**config.mk**
```make
export PLATFORM = sky130hd
export DESIGN_NAME = sorted_two_way_merge
export DESIGN_NICKNAME = d
export VERILOG_FILES = /design/src/design/swm_pkg.sv /design/src/design/swm_ram.sv /design/src/design/swm_front.sv /design/src/design/swm_back.sv /design/src/design/sorted_two_way_merge.sv
export SDC_FILE = /design/constraint.sdc
export NUM_CORES = 1
export LEC_CHECK = 0
export BUFFER_PORTS_ARGS = -buffer_cell sky130_fd_sc_hd__buf_2
export CAP_MARGIN = 15
export CORE_MARGIN = 2
export CORE_UTILIZATION = 25
export CTS_CLUSTER_DIAMETER = 40
export DETAILED_ROUTE_END_ITERATION = 10
export GPL_TIMING_DRIVEN = 0
export SYNTH_ARGS = -nofsm -noshare
export SYNTH_HDL_FRONTEND = slang
export SYNTH_SLANG_ARGS = --single-unit
```
**constraint.sdc**
```tcl
create_clock -name clk_i -period 5.3 [get_ports clk_i]
set_clock_uncertainty 0.2 [all_clocks]
set_input_delay 0.53 -clock clk_i [delete_from_list [all_inputs] [get_ports clk_i]]
set_output_delay 0.53 -clock clk_i [all_outputs]
set_load 0.01 [all_outputs]
```
**src/design/swm_pkg.sv**
```systemverilog
// Shared constants and types of the two-way sorted merge block.
package swm_pkg;

  // Storage sizes: entries per side queue and element width.
  localparam int unsigned DEPTH       = 16;
  localparam int unsigned VALUE_WIDTH = 32;
  localparam int unsigned PTR_W       = $clog2(DEPTH);
  localparam int unsigned CNT_W       = $clog2(DEPTH + 1);

  // Result status codes.
  typedef enum logic [1:0] {
    ST_MERGED   = 2'd0,
    ST_OVERFLOW = 2'd1,
    ST_EMPTY    = 2'd2
  } status_e;

  // Side codes.
  localparam logic SIDE_A = 1'b0;
  localparam logic SIDE_B = 1'b1;

  // One classified input word on its way from the front to the back.
  typedef struct packed {
    logic                          side;
    logic signed [VALUE_WIDTH-1:0] value;
    logic                          has_value;
    logic                          last;
  } cmd_t;

  // One result word as held in the output register.
  typedef struct packed {
    status_e                       status;
    logic signed [VALUE_WIDTH-1:0] value;
    logic                          side;
    logic                          fin;
  } res_t;

endpackage

```
**src/design/swm_ram.sv**
```systemverilog
// Generic single-write, single-read RAM with a registered read port.
module swm_ram #(
  parameter int unsigned WIDTH = 32,
  parameter int unsigned DEPTH = 16
) (
  input  logic                     clk_i,
  input  logic                     we_i,
  input  logic [$clog2(DEPTH)-1:0] waddr_i,
  input  logic [WIDTH-1:0]         wdata_i,
  input  logic [$clog2(DEPTH)-1:0] raddr_i,
  output logic [WIDTH-1:0]         rdata_o
);

  logic [WIDTH-1:0] mem_q [DEPTH];
  logic [WIDTH-1:0] rdata_q;

  // Write port and registered read port.
  always_ff @(posedge clk_i) begin
    if (we_i) begin
      mem_q[waddr_i] <= wdata_i;
    end
    rdata_q <= mem_q[raddr_i];
  end

  assign rdata_o = rdata_q;

endmodule

```
**src/design/swm_front.sv**
```systemverilog
// Front end: takes input words, drops those that carry nothing, and queues the rest.
module swm_front import swm_pkg::*; (
  input  logic                          clk_i,
  input  logic                          rst_ni,
  input  logic                          in_valid_i,
  output logic                          in_ready_o,
  input  logic                          side_i,
  input  logic signed [VALUE_WIDTH-1:0] value_i,
  input  logic                          has_value_i,
  input  logic                          last_i,
  output logic                          cmd_valid_o,
  input  logic                          cmd_ready_i,
  output cmd_t                          cmd_o
);

  cmd_t       ent0_q, ent1_q;
  logic       wr_q, wr_d;
  logic       rd_q, rd_d;
  logic [1:0] fill_q, fill_d;
  logic       accept, keep, push, pop;
  cmd_t       cmd_in;

  // A word with neither an element nor an end flag leaves the state unchanged.
  assign cmd_in     = '{side: side_i, value: value_i, has_value: has_value_i, last: last_i};
  assign in_ready_o = (fill_q != 2'd2);
  assign accept     = in_valid_i && in_ready_o;
  assign keep       = has_value_i || last_i;
  assign push       = accept && keep;
  assign pop        = cmd_valid_o && cmd_ready_i;

  assign cmd_valid_o = (fill_q != 2'd0);
  assign cmd_o       = rd_q ? ent1_q : ent0_q;

  // Queue pointer and fill bookkeeping.
  always_comb begin
    wr_d   = push ? ~wr_q : wr_q;
    rd_d   = pop ? ~rd_q : rd_q;
    fill_d = fill_q;
    if (push && !pop) begin
      fill_d = fill_q + 2'd1;
    end else if (pop && !push) begin
      fill_d = fill_q - 2'd1;
    end
  end

  always_ff @(posedge clk_i or negedge rst_ni) begin
    if (!rst_ni) begin
      wr_q   <= 1'b0;
      rd_q   <= 1'b0;
      fill_q <= 2'd0;
    end else begin
      wr_q   <= wr_d;
      rd_q   <= rd_d;
      fill_q <= fill_d;
    end
  end

  // Queue entries hold payload only.
  always_ff @(posedge clk_i) begin
    if (push && !wr_q) begin
      ent0_q <= cmd_in;
    end
    if (push && wr_q) begin
      ent1_q <= cmd_in;
    end
  end

endmodule

```
**src/design/swm_back.sv**
```systemverilog
// Back end: applies queued words to the side queues and runs the merge.
module swm_back import swm_pkg::*; (
  input  logic clk_i,
  input  logic rst_ni,
  input  logic cmd_valid_i,
  output logic cmd_ready_o,
  input  cmd_t cmd_i,
  output logic out_valid_o,
  input  logic out_ready_i,
  output res_t res_o
);

  typedef enum logic [2:0] {
    S_IDLE   = 3'b001,
    S_FETCH  = 3'b010,
    S_DECIDE = 3'b100
  } state_e;

  state_e            state_q, state_d;
  logic [CNT_W-1:0]  cnt_a_q, cnt_a_d, cnt_b_q, cnt_b_d;
  logic [PTR_W-1:0]  rd_a_q, rd_a_d, rd_b_q, rd_b_d;
  logic [PTR_W-1:0]  wr_a_q, wr_a_d, wr_b_q, wr_b_d;
  logic              ended_a_q, ended_a_d, ended_b_q, ended_b_d;
  logic              emitted_q, emitted_d;
  logic              out_valid_q, out_valid_d;
  res_t              res_q, res_d;
  logic              res_load, out_free, go_idle;
  logic              we_a, we_b;
  logic [VALUE_WIDTH-1:0] rdata_a, rdata_b;
  logic              a_nz, b_nz, take, pick_b, fin, side_ended;

  function automatic logic [PTR_W-1:0] ptr_inc(input logic [PTR_W-1:0] p);
    return (p == PTR_W'(DEPTH - 1)) ? '0 : p + PTR_W'(1);
  endfunction

  // Side queues; the read address is always the head pointer.
  swm_ram #(.WIDTH(VALUE_WIDTH), .DEPTH(DEPTH)) u_ram_a (
    .clk_i   (clk_i),
    .we_i    (we_a),
    .waddr_i (wr_a_q),
    .wdata_i (cmd_i.value),
    .raddr_i (rd_a_q),
    .rdata_o (rdata_a)
  );

  swm_ram #(.WIDTH(VALUE_WIDTH), .DEPTH(DEPTH)) u_ram_b (
    .clk_i   (clk_i),
    .we_i    (we_b),
    .waddr_i (wr_b_q),
    .wdata_i (cmd_i.value),
    .raddr_i (rd_b_q),
    .rdata_o (rdata_b)
  );

  assign out_free = !out_valid_q || out_ready_i;

  // Merge choice from the registered heads; ties go to side A.
  always_comb begin
    a_nz   = (cnt_a_q != '0);
    b_nz   = (cnt_b_q != '0);
    take   = 1'b0;
    pick_b = 1'b0;
    if (a_nz && b_nz) begin
      take   = 1'b1;
      pick_b = !($signed(rdata_a) <= $signed(rdata_b));
    end else if (ended_a_q && !a_nz && b_nz && (cnt_b_q > CNT_W'(1) || ended_b_q)) begin
      take   = 1'b1;
      pick_b = 1'b1;
    end else if (ended_b_q && !b_nz && a_nz && (cnt_a_q > CNT_W'(1) || ended_a_q)) begin
      take   = 1'b1;
      pick_b = 1'b0;
    end
    fin = ended_a_q && ended_b_q &&
          (pick_b ? (cnt_b_q == CNT_W'(1) && !a_nz) : (cnt_a_q == CNT_W'(1) && !b_nz));
  end

  assign side_ended = cmd_i.side ? ended_b_q : ended_a_q;

  // Sequencer: apply one word, then emit merged elements until none is ready.
  always_comb begin
    state_d     = state_q;
    cnt_a_d     = cnt_a_q;
    cnt_b_d     = cnt_b_q;
    rd_a_d      = rd_a_q;
    rd_b_d      = rd_b_q;
    wr_a_d      = wr_a_q;
    wr_b_d      = wr_b_q;
    ended_a_d   = ended_a_q;
    ended_b_d   = ended_b_q;
    emitted_d   = emitted_q;
    cmd_ready_o = 1'b0;
    we_a        = 1'b0;
    we_b        = 1'b0;
    res_load    = 1'b0;
    res_d       = res_q;
    go_idle     = 1'b0;

    case (state_q)
      S_IDLE: begin
        if (cmd_valid_i && out_free) begin
          cmd_ready_o = 1'b1;
          if (!side_ended) begin
            state_d = S_FETCH;
            if (cmd_i.has_value) begin
              if ((cmd_i.side ? cnt_b_q : cnt_a_q) == CNT_W'(DEPTH)) begin
                res_load = 1'b1;
                res_d    = '{status: ST_OVERFLOW, value: '0, side: cmd_i.side, fin: 1'b0};
              end else if (cmd_i.side == SIDE_B) begin
                we_b    = 1'b1;
                wr_b_d  = ptr_inc(wr_b_q);
                cnt_b_d = cnt_b_q + CNT_W'(1);
              end else begin
                we_a    = 1'b1;
                wr_a_d  = ptr_inc(wr_a_q);
                cnt_a_d = cnt_a_q + CNT_W'(1);
              end
            end
            if (cmd_i.last) begin
              if (cmd_i.side == SIDE_B) begin
                ended_b_d = 1'b1;
              end else begin
                ended_a_d = 1'b1;
              end
            end
          end
        end
      end
      S_FETCH: begin
        state_d = S_DECIDE;
      end
      S_DECIDE: begin
        if (take) begin
          if (out_free) begin
            res_load  = 1'b1;
            emitted_d = 1'b1;
            if (pick_b) begin
              res_d   = '{status: ST_MERGED, value: $signed(rdata_b), side: SIDE_B, fin: fin};
              rd_b_d  = ptr_inc(rd_b_q);
              cnt_b_d = cnt_b_q - CNT_W'(1);
            end else begin
              res_d   = '{status: ST_MERGED, value: $signed(rdata_a), side: SIDE_A, fin: fin};
              rd_a_d  = ptr_inc(rd_a_q);
              cnt_a_d = cnt_a_q - CNT_W'(1);
            end
            if (fin) begin
              go_idle = 1'b1;
              state_d = S_IDLE;
            end else begin
              state_d = S_FETCH;
            end
          end
        end else if (ended_a_q && ended_b_q && !a_nz && !b_nz) begin
          // Both sides ended with nothing left: report an empty merge once if no element was emitted.
          if (emitted_q) begin
            go_idle = 1'b1;
            state_d = S_IDLE;
          end else if (out_free) begin
            res_load = 1'b1;
            res_d    = '{status: ST_EMPTY, value: '0, side: SIDE_A, fin: 1'b1};
            go_idle  = 1'b1;
            state_d  = S_IDLE;
          end
        end else begin
          state_d = S_IDLE;
        end
      end
      default: begin
        state_d = S_IDLE;
      end
    endcase

    if (go_idle) begin
      cnt_a_d   = '0;
      cnt_b_d   = '0;
      rd_a_d    = '0;
      rd_b_d    = '0;
      wr_a_d    = '0;
      wr_b_d    = '0;
      ended_a_d = 1'b0;
      ended_b_d = 1'b0;
      emitted_d = 1'b0;
    end
  end

  // Output register valid flag.
  always_comb begin
    out_valid_d = out_valid_q;
    if (res_load) begin
      out_valid_d = 1'b1;
    end else if (out_ready_i) begin
      out_valid_d = 1'b0;
    end
  end

  always_ff @(posedge clk_i or negedge rst_ni) begin
    if (!rst_ni) begin
      state_q     <= S_IDLE;
      cnt_a_q     <= '0;
      cnt_b_q     <= '0;
      rd_a_q      <= '0;
      rd_b_q      <= '0;
      wr_a_q      <= '0;
      wr_b_q      <= '0;
      ended_a_q   <= 1'b0;
      ended_b_q   <= 1'b0;
      emitted_q   <= 1'b0;
      out_valid_q <= 1'b0;
    end else begin
      state_q     <= state_d;
      cnt_a_q     <= cnt_a_d;
      cnt_b_q     <= cnt_b_d;
      rd_a_q      <= rd_a_d;
      rd_b_q      <= rd_b_d;
      wr_a_q      <= wr_a_d;
      wr_b_q      <= wr_b_d;
      ended_a_q   <= ended_a_d;
      ended_b_q   <= ended_b_d;
      emitted_q   <= emitted_d;
      out_valid_q <= out_valid_d;
    end
  end

  // Result payload needs no reset.
  always_ff @(posedge clk_i) begin
    res_q <= res_d;
  end

  assign out_valid_o = out_valid_q;
  assign res_o       = res_q;

  // Fill levels never pass the queue depth.
  a_cnt_bound: assert property (@(posedge clk_i) disable iff (!rst_ni)
    (cnt_a_q <= CNT_W'(DEPTH)) && (cnt_b_q <= CNT_W'(DEPTH)))
    else $error("side queue fill level above depth");

  // A result is only loaded into a free or draining output register.
  a_load_free: assert property (@(posedge clk_i) disable iff (!rst_ni)
    res_load |-> out_free)
    else $error("result overwrote a pending output word");

  // After the final result the merge state is back at idle.
  a_final_idle: assert property (@(posedge clk_i) disable iff (!rst_ni)
    (res_load && res_d.fin) |=> (state_q == S_IDLE) && (cnt_a_q == '0) &&
      (cnt_b_q == '0) && !ended_a_q && !ended_b_q)
    else $error("merge state not cleared after final result");

  // A merged element always comes from a non-empty side.
  a_pop_nonempty: assert property (@(posedge clk_i) disable iff (!rst_ni)
    (res_load && res_d.status == ST_MERGED) |->
      (res_d.side ? (cnt_b_q != '0) : (cnt_a_q != '0)))
    else $error("element taken from an empty side");

endmodule

```
**src/design/sorted_two_way_merge.sv**
```systemverilog
// Top level of the two-way merge of ascending sequences A and B.
//
//   Channel   Handshake                 Payload
//   input     in_valid_i / in_ready_o   side_i, value_i, has_value_i, last_i
//   output    out_valid_o / out_ready_i status_o, value_res_o, from_side_o, final_res_o
//
// The front takes one word per cycle into a two-entry queue while the queue is not full.
// The back drops a word on an ended side at once; else it applies the word, then fetches and decides,
// and each merged element from the registered RAM read is fetched and decided anew unless it ends the merge.
// Reset is asynchronous and active low; it clears control state, not RAM contents.
// A stalled output holds its word in the output register and the back waits.
module sorted_two_way_merge import swm_pkg::*; (
  input  logic                          clk_i,
  input  logic                          rst_ni,
  input  logic                          in_valid_i,
  output logic                          in_ready_o,
  input  logic                          side_i,
  input  logic signed [VALUE_WIDTH-1:0] value_i,
  input  logic                          has_value_i,
  input  logic                          last_i,
  output logic                          out_valid_o,
  input  logic                          out_ready_i,
  output logic [1:0]                    status_o,
  output logic signed [VALUE_WIDTH-1:0] value_res_o,
  output logic                          from_side_o,
  output logic                          final_res_o
);

  logic cmd_valid, cmd_ready;
  cmd_t cmd;
  res_t res;

  swm_front u_front (
    .clk_i       (clk_i),
    .rst_ni      (rst_ni),
    .in_valid_i  (in_valid_i),
    .in_ready_o  (in_ready_o),
    .side_i      (side_i),
    .value_i     (value_i),
    .has_value_i (has_value_i),
    .last_i      (last_i),
    .cmd_valid_o (cmd_valid),
    .cmd_ready_i (cmd_ready),
    .cmd_o       (cmd)
  );

  swm_back u_back (
    .clk_i       (clk_i),
    .rst_ni      (rst_ni),
    .cmd_valid_i (cmd_valid),
    .cmd_ready_o (cmd_ready),
    .cmd_i       (cmd),
    .out_valid_o (out_valid_o),
    .out_ready_i (out_ready_i),
    .res_o       (res)
  );

  // Unpack the result word onto the output ports.
  assign status_o    = res.status;
  assign value_res_o = res.value;
  assign from_side_o = res.side;
  assign final_res_o = res.fin;

endmodule

```
Word level (Yosys, flattened, before mapping)
Memory sizes are Yosys's and may differ from the RTL's. A register that Yosys moved wholly into a read port is not among the register bits.
Cells that the tools add are included.

word-level totals
  latch bits = 0
  memory bits (writable) = 1024
  memories = 2
  logic and storage cells = 266
  register bits after elaboration = 143
  input port bits = 39
  ROM bits = 0
  output and inout port bits = 38

operators by class
  order comparisons = 3
  mux-type cells = 130
  shift-type cells = 0
  reductions and logical operators = 59
  eq/ne operators = 34
  multiply operators = 0
  add/subtract/negate cells = 10
  div/mod/pow operators = 0
  bitwise logic cells = 2

memory list
  memory                depth  bits a word  read ports  clocked after Yosys merged registers in  wr ports  line           source
  u_back.u_ram_a.mem_q  16     32           1           1                                        1         swm_ram.sv:14  logic [WIDTH-1:0] mem_q [DEPTH];
  u_back.u_ram_b.mem_q  16     32           1           1                                        1         swm_ram.sv:14

operators with widths
  operator                                                                  number
  36-bit two-way mux                                                        9
  4-bit two-way mux                                                         28
  5-bit two-way mux                                                         19
  36-bit one-hot mux with 2 select lines                                    1
  1-bit two-way mux                                                         57
  35-bit two-way mux                                                        1
  34-bit two-way mux                                                        1
  32-bit <= comparator                                                      1
  2-bit nonzero test                                                        13
  1-bit logical AND                                                         21
  3-bit two-way mux                                                         7
  5-bit one-hot mux with 2 select lines                                     2
  3-bit by 1-bit inequality test with 1-bit output (second input constant)  6
  9-bit AND reduction                                                       2
  4-bit by 1-bit adder with 4-bit output (second input constant)            4
  4-bit equality test (second input constant)                               4
  3-bit by 2-bit inequality test with 1-bit output (second input constant)  5
  2-bit by 1-bit inequality test with 1-bit output (second input constant)  6
  4-bit AND reduction                                                       3
  6-bit AND reduction                                                       2
  5-bit by 1-bit adder with 5-bit output (second input constant)            2
  5-bit by 1-bit equality test with 1-bit output (second input constant)    2
  5-bit by 1-bit > comparator with 1-bit output (second input constant)     2
  5-bit AND reduction                                                       2
  other kinds (20)                                                          38

Longest topological paths before layout
  depth in word-level cells = 15
  depth in mapped cells = 13
  depth with buffers taken out = 10

Hierarchy
Synthesis repeated with hierarchy kept, for this count alone.

unflattened totals
  cell total of the unflattened synthesis = 2276
  area, all modules = 47170.2 µm²

modules (own cells, without submodules)
  module     seq. area each (µm²)  instances  area each (µm²)  cells an instance
  swm_ram    16015.4               2          19835.3          838
  swm_back   1908.1                1          4603.2           472
  swm_front  2202.1                1          2896.5           128

Worst setup path after synthesis
Ideal clock, no wire load.

  path type = register -> register
  start = reg u_back.cnt_b_q[0]
  end = reg u_back.res_q (netlist bit u_back.res_o[0]) (enable)
  period minus slack after synthesis = 4.971 ns
  arrival time = 4.292 ns
  stages on the path, launching flop included = 9
  buffers on the path = 1
  library setup time = 0.479 ns
  slack = 0.329 ns
  required time = 4.621 ns
  cell sequence = dfrtp_1 > inv_1 > ha_1 > or4b_1 > clkbuf_1 > o21ai_1 > o22ai_1 > o21ai_0 > o21ai_0

on the way
  cells in the longest elaborated chain, start to end = 10
  elaborated cells on any way between the ends = 20
  classes of those cells = 1 x order compare; 4 x eq/ne; 4 x mux; 11 x reduce/logical

ends and longest elaborated chain
  element                                                                                                line             source
  from (decl)                                                                                            swm_back.sv:20   logic [CNT_W-1:0] cnt_a_q, cnt_a_d, cnt_b_q, cnt_b_d;
  from (signal assigned)                                                                                 swm_back.sv:211  cnt_b_q <= cnt_b_d;
  parallel branches: the longest is 9 deep, another holds 5-bit by 1-bit > comparator with 1-bit output  -
  8-bit AND reduction (no line) (*)                                                                      -
  to (signal assigned)                                                                                   swm_back.sv:225  res_q <= res_d;
  to (decl)                                                                                              swm_back.sv:26   res_t res_q, res_d;

Mark *: on every way between the ends.
A chain may end at the register's enable or synchronous reset.

Final worst setup path
  start = reg u_back.u_ram_b.rdata_q[27], in the netlist u_back.u_ram_b.rdata_o[27] (read register of u_back.u_ram_b.mem_q)
  end = reg u_back.res_q (netlist bit u_back.res_o[30]) (data pin)

on the way
  cells in the longest elaborated chain, start to end = 7

ends and longest elaborated chain
  element                                 line             source
  from (decl)                             swm_ram.sv:15    logic [WIDTH-1:0] rdata_q;
  32-bit <= comparator                    swm_back.sv:65   pick_b = !($signed(rdata_a) <= $signed(rdata_b));
  1-bit logical NOT                       swm_back.sv:65
  1-bit two-way mux                       swm_back.sv:63   if (a_nz && b_nz) begin
  34-bit two-way mux                      swm_back.sv:136  if (pick_b) begin
  36-bit two-way mux                      swm_back.sv:133  if (out_free) begin
  36-bit two-way mux                      swm_back.sv:132  if (take) begin
  36-bit one-hot mux with 2 select lines  swm_back.sv:98   case (state_q)

Every way passes these cells. The select of a mux whose other input is x is not followed.

==> impl_metrics.env <==
export IMPL_yosysSeqAreaShare_pct=75.3
export IMPL_avgViaCountPerCell=4.59
export IMPL_grt_pass1_wl_um=180000
export IMPL_p_leak_nw=18.6
export IMPL_clock_tree_root_cell="clkbuf_16"
export IMPL_gr_total_overflow=0
export IMPL_tightest_slew_ns=1.15
export IMPL_numClockSinks=1231
export IMPL_dieWidth_um=442
export IMPL_crit_type="flip-flop to flip-flop"
export IMPL_fmaxAchievable_mhz=195
export IMPL_port_buffers=76
export IMPL_synth_main_ff_cell="edfxtp_1"
export IMPL_dp_cells=5296
export IMPL_worstSkewPairLatency_ns=0.76
export IMPL_power_density_nw_per_um2=471
export IMPL_htreeDepth=4
export IMPL_track_usage_pct=12.5
export IMPL_synthCells=2669
export IMPL_via_count=25800
export IMPL_async_reset_ff_share_pct=3.01
export IMPL_syn_nets=2757
export IMPL_synth_area_um2=48000
export IMPL_synth_area_top_cells="edfxtp_1, mux4_2, mux2i_1"
export IMPL_ys_warn_count=0
export IMPL_cts_buffers_inserted=152
export IMPL_end_kind="flip-flop"
export IMPL_synth_top_area_share_pct=70.7
export IMPL_drive_gt1_share_pct=20.2
export IMPL_crit_required_ns=5.59
export IMPL_synth_distinct_cells=61
export IMPL_rsz0062_at_grt="false"
export IMPL_slew_headroom_pct=23.0
export IMPL_finalCritPeriodShare_pct=96.7
export IMPL_avgSynthCellArea_um2=18.0
export IMPL_ant_nets=0
export IMPL_hpwl_um=85200
export IMPL_crit_fanout=10
export IMPL_clkTransAtPathRegs_ns=0.06
export IMPL_ir_drop_mv=0.349
export IMPL_coreArea_um2=190000
export IMPL_synth_edf_count=1130
export IMPL_fin_crit_ns=5.13
export IMPL_drc=0
export IMPL_syn_to_final_growth_pct=21.1
export IMPL_setup_viol=0
export IMPL_cts_setup_buffers=0
export IMPL_gp_congestion=0.823
export IMPL_drt_iter0_drc=2602
export IMPL_start_util_pct=25.2
export IMPL_status="complete, no violations"
export IMPL_arrival_ns=5.41
export IMPL_wl_per_cell_um=22.1
export IMPL_clockBufferDepth=3
export IMPL_n_fill_cell=18400
export IMPL_die_area_um2=195000
export IMPL_first_pass_iters=6
export IMPL_setup_worst_path_start_class="flip-flop"
export IMPL_p_total_mw=27.4
export IMPL_min_path_type="primary input to flip-flop"
export IMPL_tritoncts="yes"
export IMPL_finalNetCount=3072
export IMPL_grt_max_degree=38
export IMPL_fin_cells=5625
export IMPL_cap_violations=0
export IMPL_synth_seq_cells=1231
export IMPL_rows=160
export IMPL_yosys_area_top_type="edfxtp_1"
export IMPL_drv_slew=0
export IMPL_grt_pass1_vias=26100
export IMPL_ios=77
export IMPL_postRouteWirelength_um=124000
export IMPL_antenna_found_initial=4
export IMPL_finalHoldViolCount=0
export IMPL_die_y_um=442
final cells by class:
class	instances	area [um^2]	share of cell area, %
sequential	1231	36100	62.2
clock inverter	99	1150	1.98
buffer	135	520	0.896
timing repair buffer	161	1670	2.87
antenna	3	7.51	0.0129
multi-input combinational	1249	11200	19.4
clock buffer	182	4000	6.89
inverter	54	203	0.349
tap	2511	3140	5.41
path summary, 6_finish.rpt:
path / startpoint / to / slack, ns / depth (start not counted)
min in group asynchronous: rst_ni / u_front.wr_q / 0.34 / 2
max in group asynchronous: rst_ni / u_back.rd_b_q[3] / 3.89 / 2
hold / removal: out_ready_i / u_back.res_o[0] / 0.16 / 3
hold reg to reg: u_front.fill_q[1] / u_front.fill_q[1] / 0.30 / 1
setup reg to reg: u_back.u_ram_b.rdata_o[27] / u_back.res_o[30] / 0.17 / 10
setup / recovery: u_back.u_ram_b.rdata_o[27] / u_back.res_o[30] / 0.17 / 10
routing by layer:
layer | vias to the layer above | GRT usage, % | wire, um
met2 | 964 | 19.8 | 58000
met4 | 0 | 4.46 | 3760
li1 | 11300 | - | -
met5 | - | 0 | 0
met3 | 196 | 2.29 | 8070
met1 | 13300 | 17.1 | 54600
metrics by stage:
stage                      TNS, ns  instance area (um^2)  hold slack (ns)  util, %  worst slack (ns)
after floorplan                  0                 48000           0.0344        -             0.329
after global placement    -1519.49                 51500            0.269     27.0             -3.64
after detailed placement         0                 52400            0.289     27.5             0.121
after CTS                        0                 58000            0.113     30.4             0.107
after global routing             0                 58100            0.159     30.5            0.0807
final                            0                 58100            0.159     30.5             0.173
cells in the mapped netlist, types with 8 or more instances:
| library cell | count |
|---|---|
| nor3_1 | 15 |
| mux4_2 | 128 |
| nor2_1 | 86 |
| edfxtp_1 | 1130 |
| a221oi_1 | 66 |
| nand3_1 | 18 |
| ha_1 | 49 |
| nand2_1 | 128 |
| clkbuf_1 | 99 |
| nand4_1 | 8 |
| dfxtp_1 | 64 |
| o21ai_0 | 132 |
| dfrtp_1 | 36 |
| buf_1 | 30 |
| a22oi_1 | 64 |
| a31oi_1 | 10 |
| inv_1 | 53 |
| mux2i_1 | 248 |
| mux2_2 | 84 |
| a21oi_1 | 93 |
| and2_1 | 23 |
where the power goes:
| group | internal, mW | switching [mW] | total (mW) |
|---|---|---|---|
| clock | 6.26 | 4.18 | 10.4 |
| sequential | 11.9 | 0.231 | 12.2 |
| combinational | 1.68 | 3.10 | 4.77 |
| total | 19.9 | 7.50 | 27.4 |
state kept, by name, summed over array words and instances, names as in the netlist, 2 cells and up:
signal,count
u_back.cnt_b_q,5
u_back.wr_a_q,4
u_back.u_ram_b.rdata_o,32
u_front.fill_q,2
u_back.rd_b_q,4
u_back.state_q,3
u_back.cnt_a_q,5
u_back.u_ram_a.rdata_o,32
u_back.u_ram_a.mem_q,512
u_back.rd_a_q,4
u_front.ent1_q,35
u_back.wr_b_q,4
u_back.u_ram_b.mem_q,512
u_front.ent0_q,35
u_back.res_o,36
logic make-up after synthesis:
| group | after synthesis | share of synthesized area (%) |
|---|---|---|
| buffers and inverters | 189 | 1.51 |
| muxes | 466 | 13.3 |
| AOI/OAI and AO/OA | 397 | 5.23 |
| DFF | 1231 | 75.3 |
| and+or+nand+nor | 330 | 3.22 |
| xor gates and xnor gates | 7 | 0.128 |
| adders and majority gates | 49 | 1.28 |
critical path: stages, from the launching register on:
cell	delay [ns]
dfxtp_1	0.38
inv_1	0.07
ha_1	0.32
nand4_1	0.28
or4_1	0.74
nor3_1	0.57
o21ai_0	0.25
nand3_1	0.66
buf_1	0.83
mux2i_1	0.44
nor2_1	0.10
cell usage in the layout (no fill, tap or decap), drive strengths merged, types with 86 or more instances in the layout:
master / n
a21oi: 93
buf: 160
clkbuf: 281
edfxtp: 1130
mux2: 90
mux2i: 248
mux4: 128
nand2: 128
nor2: 86
o21ai: 134
what timing repair did:
| item | in CTS | in global routing |
|---|---|---|
| hold buffers | 37 | 0 |
| resized for setup | 0 | 0 |
| hold endpoints to repair | 107 | 0 |
No activity file was read; power rests on OpenSTA's default activity.
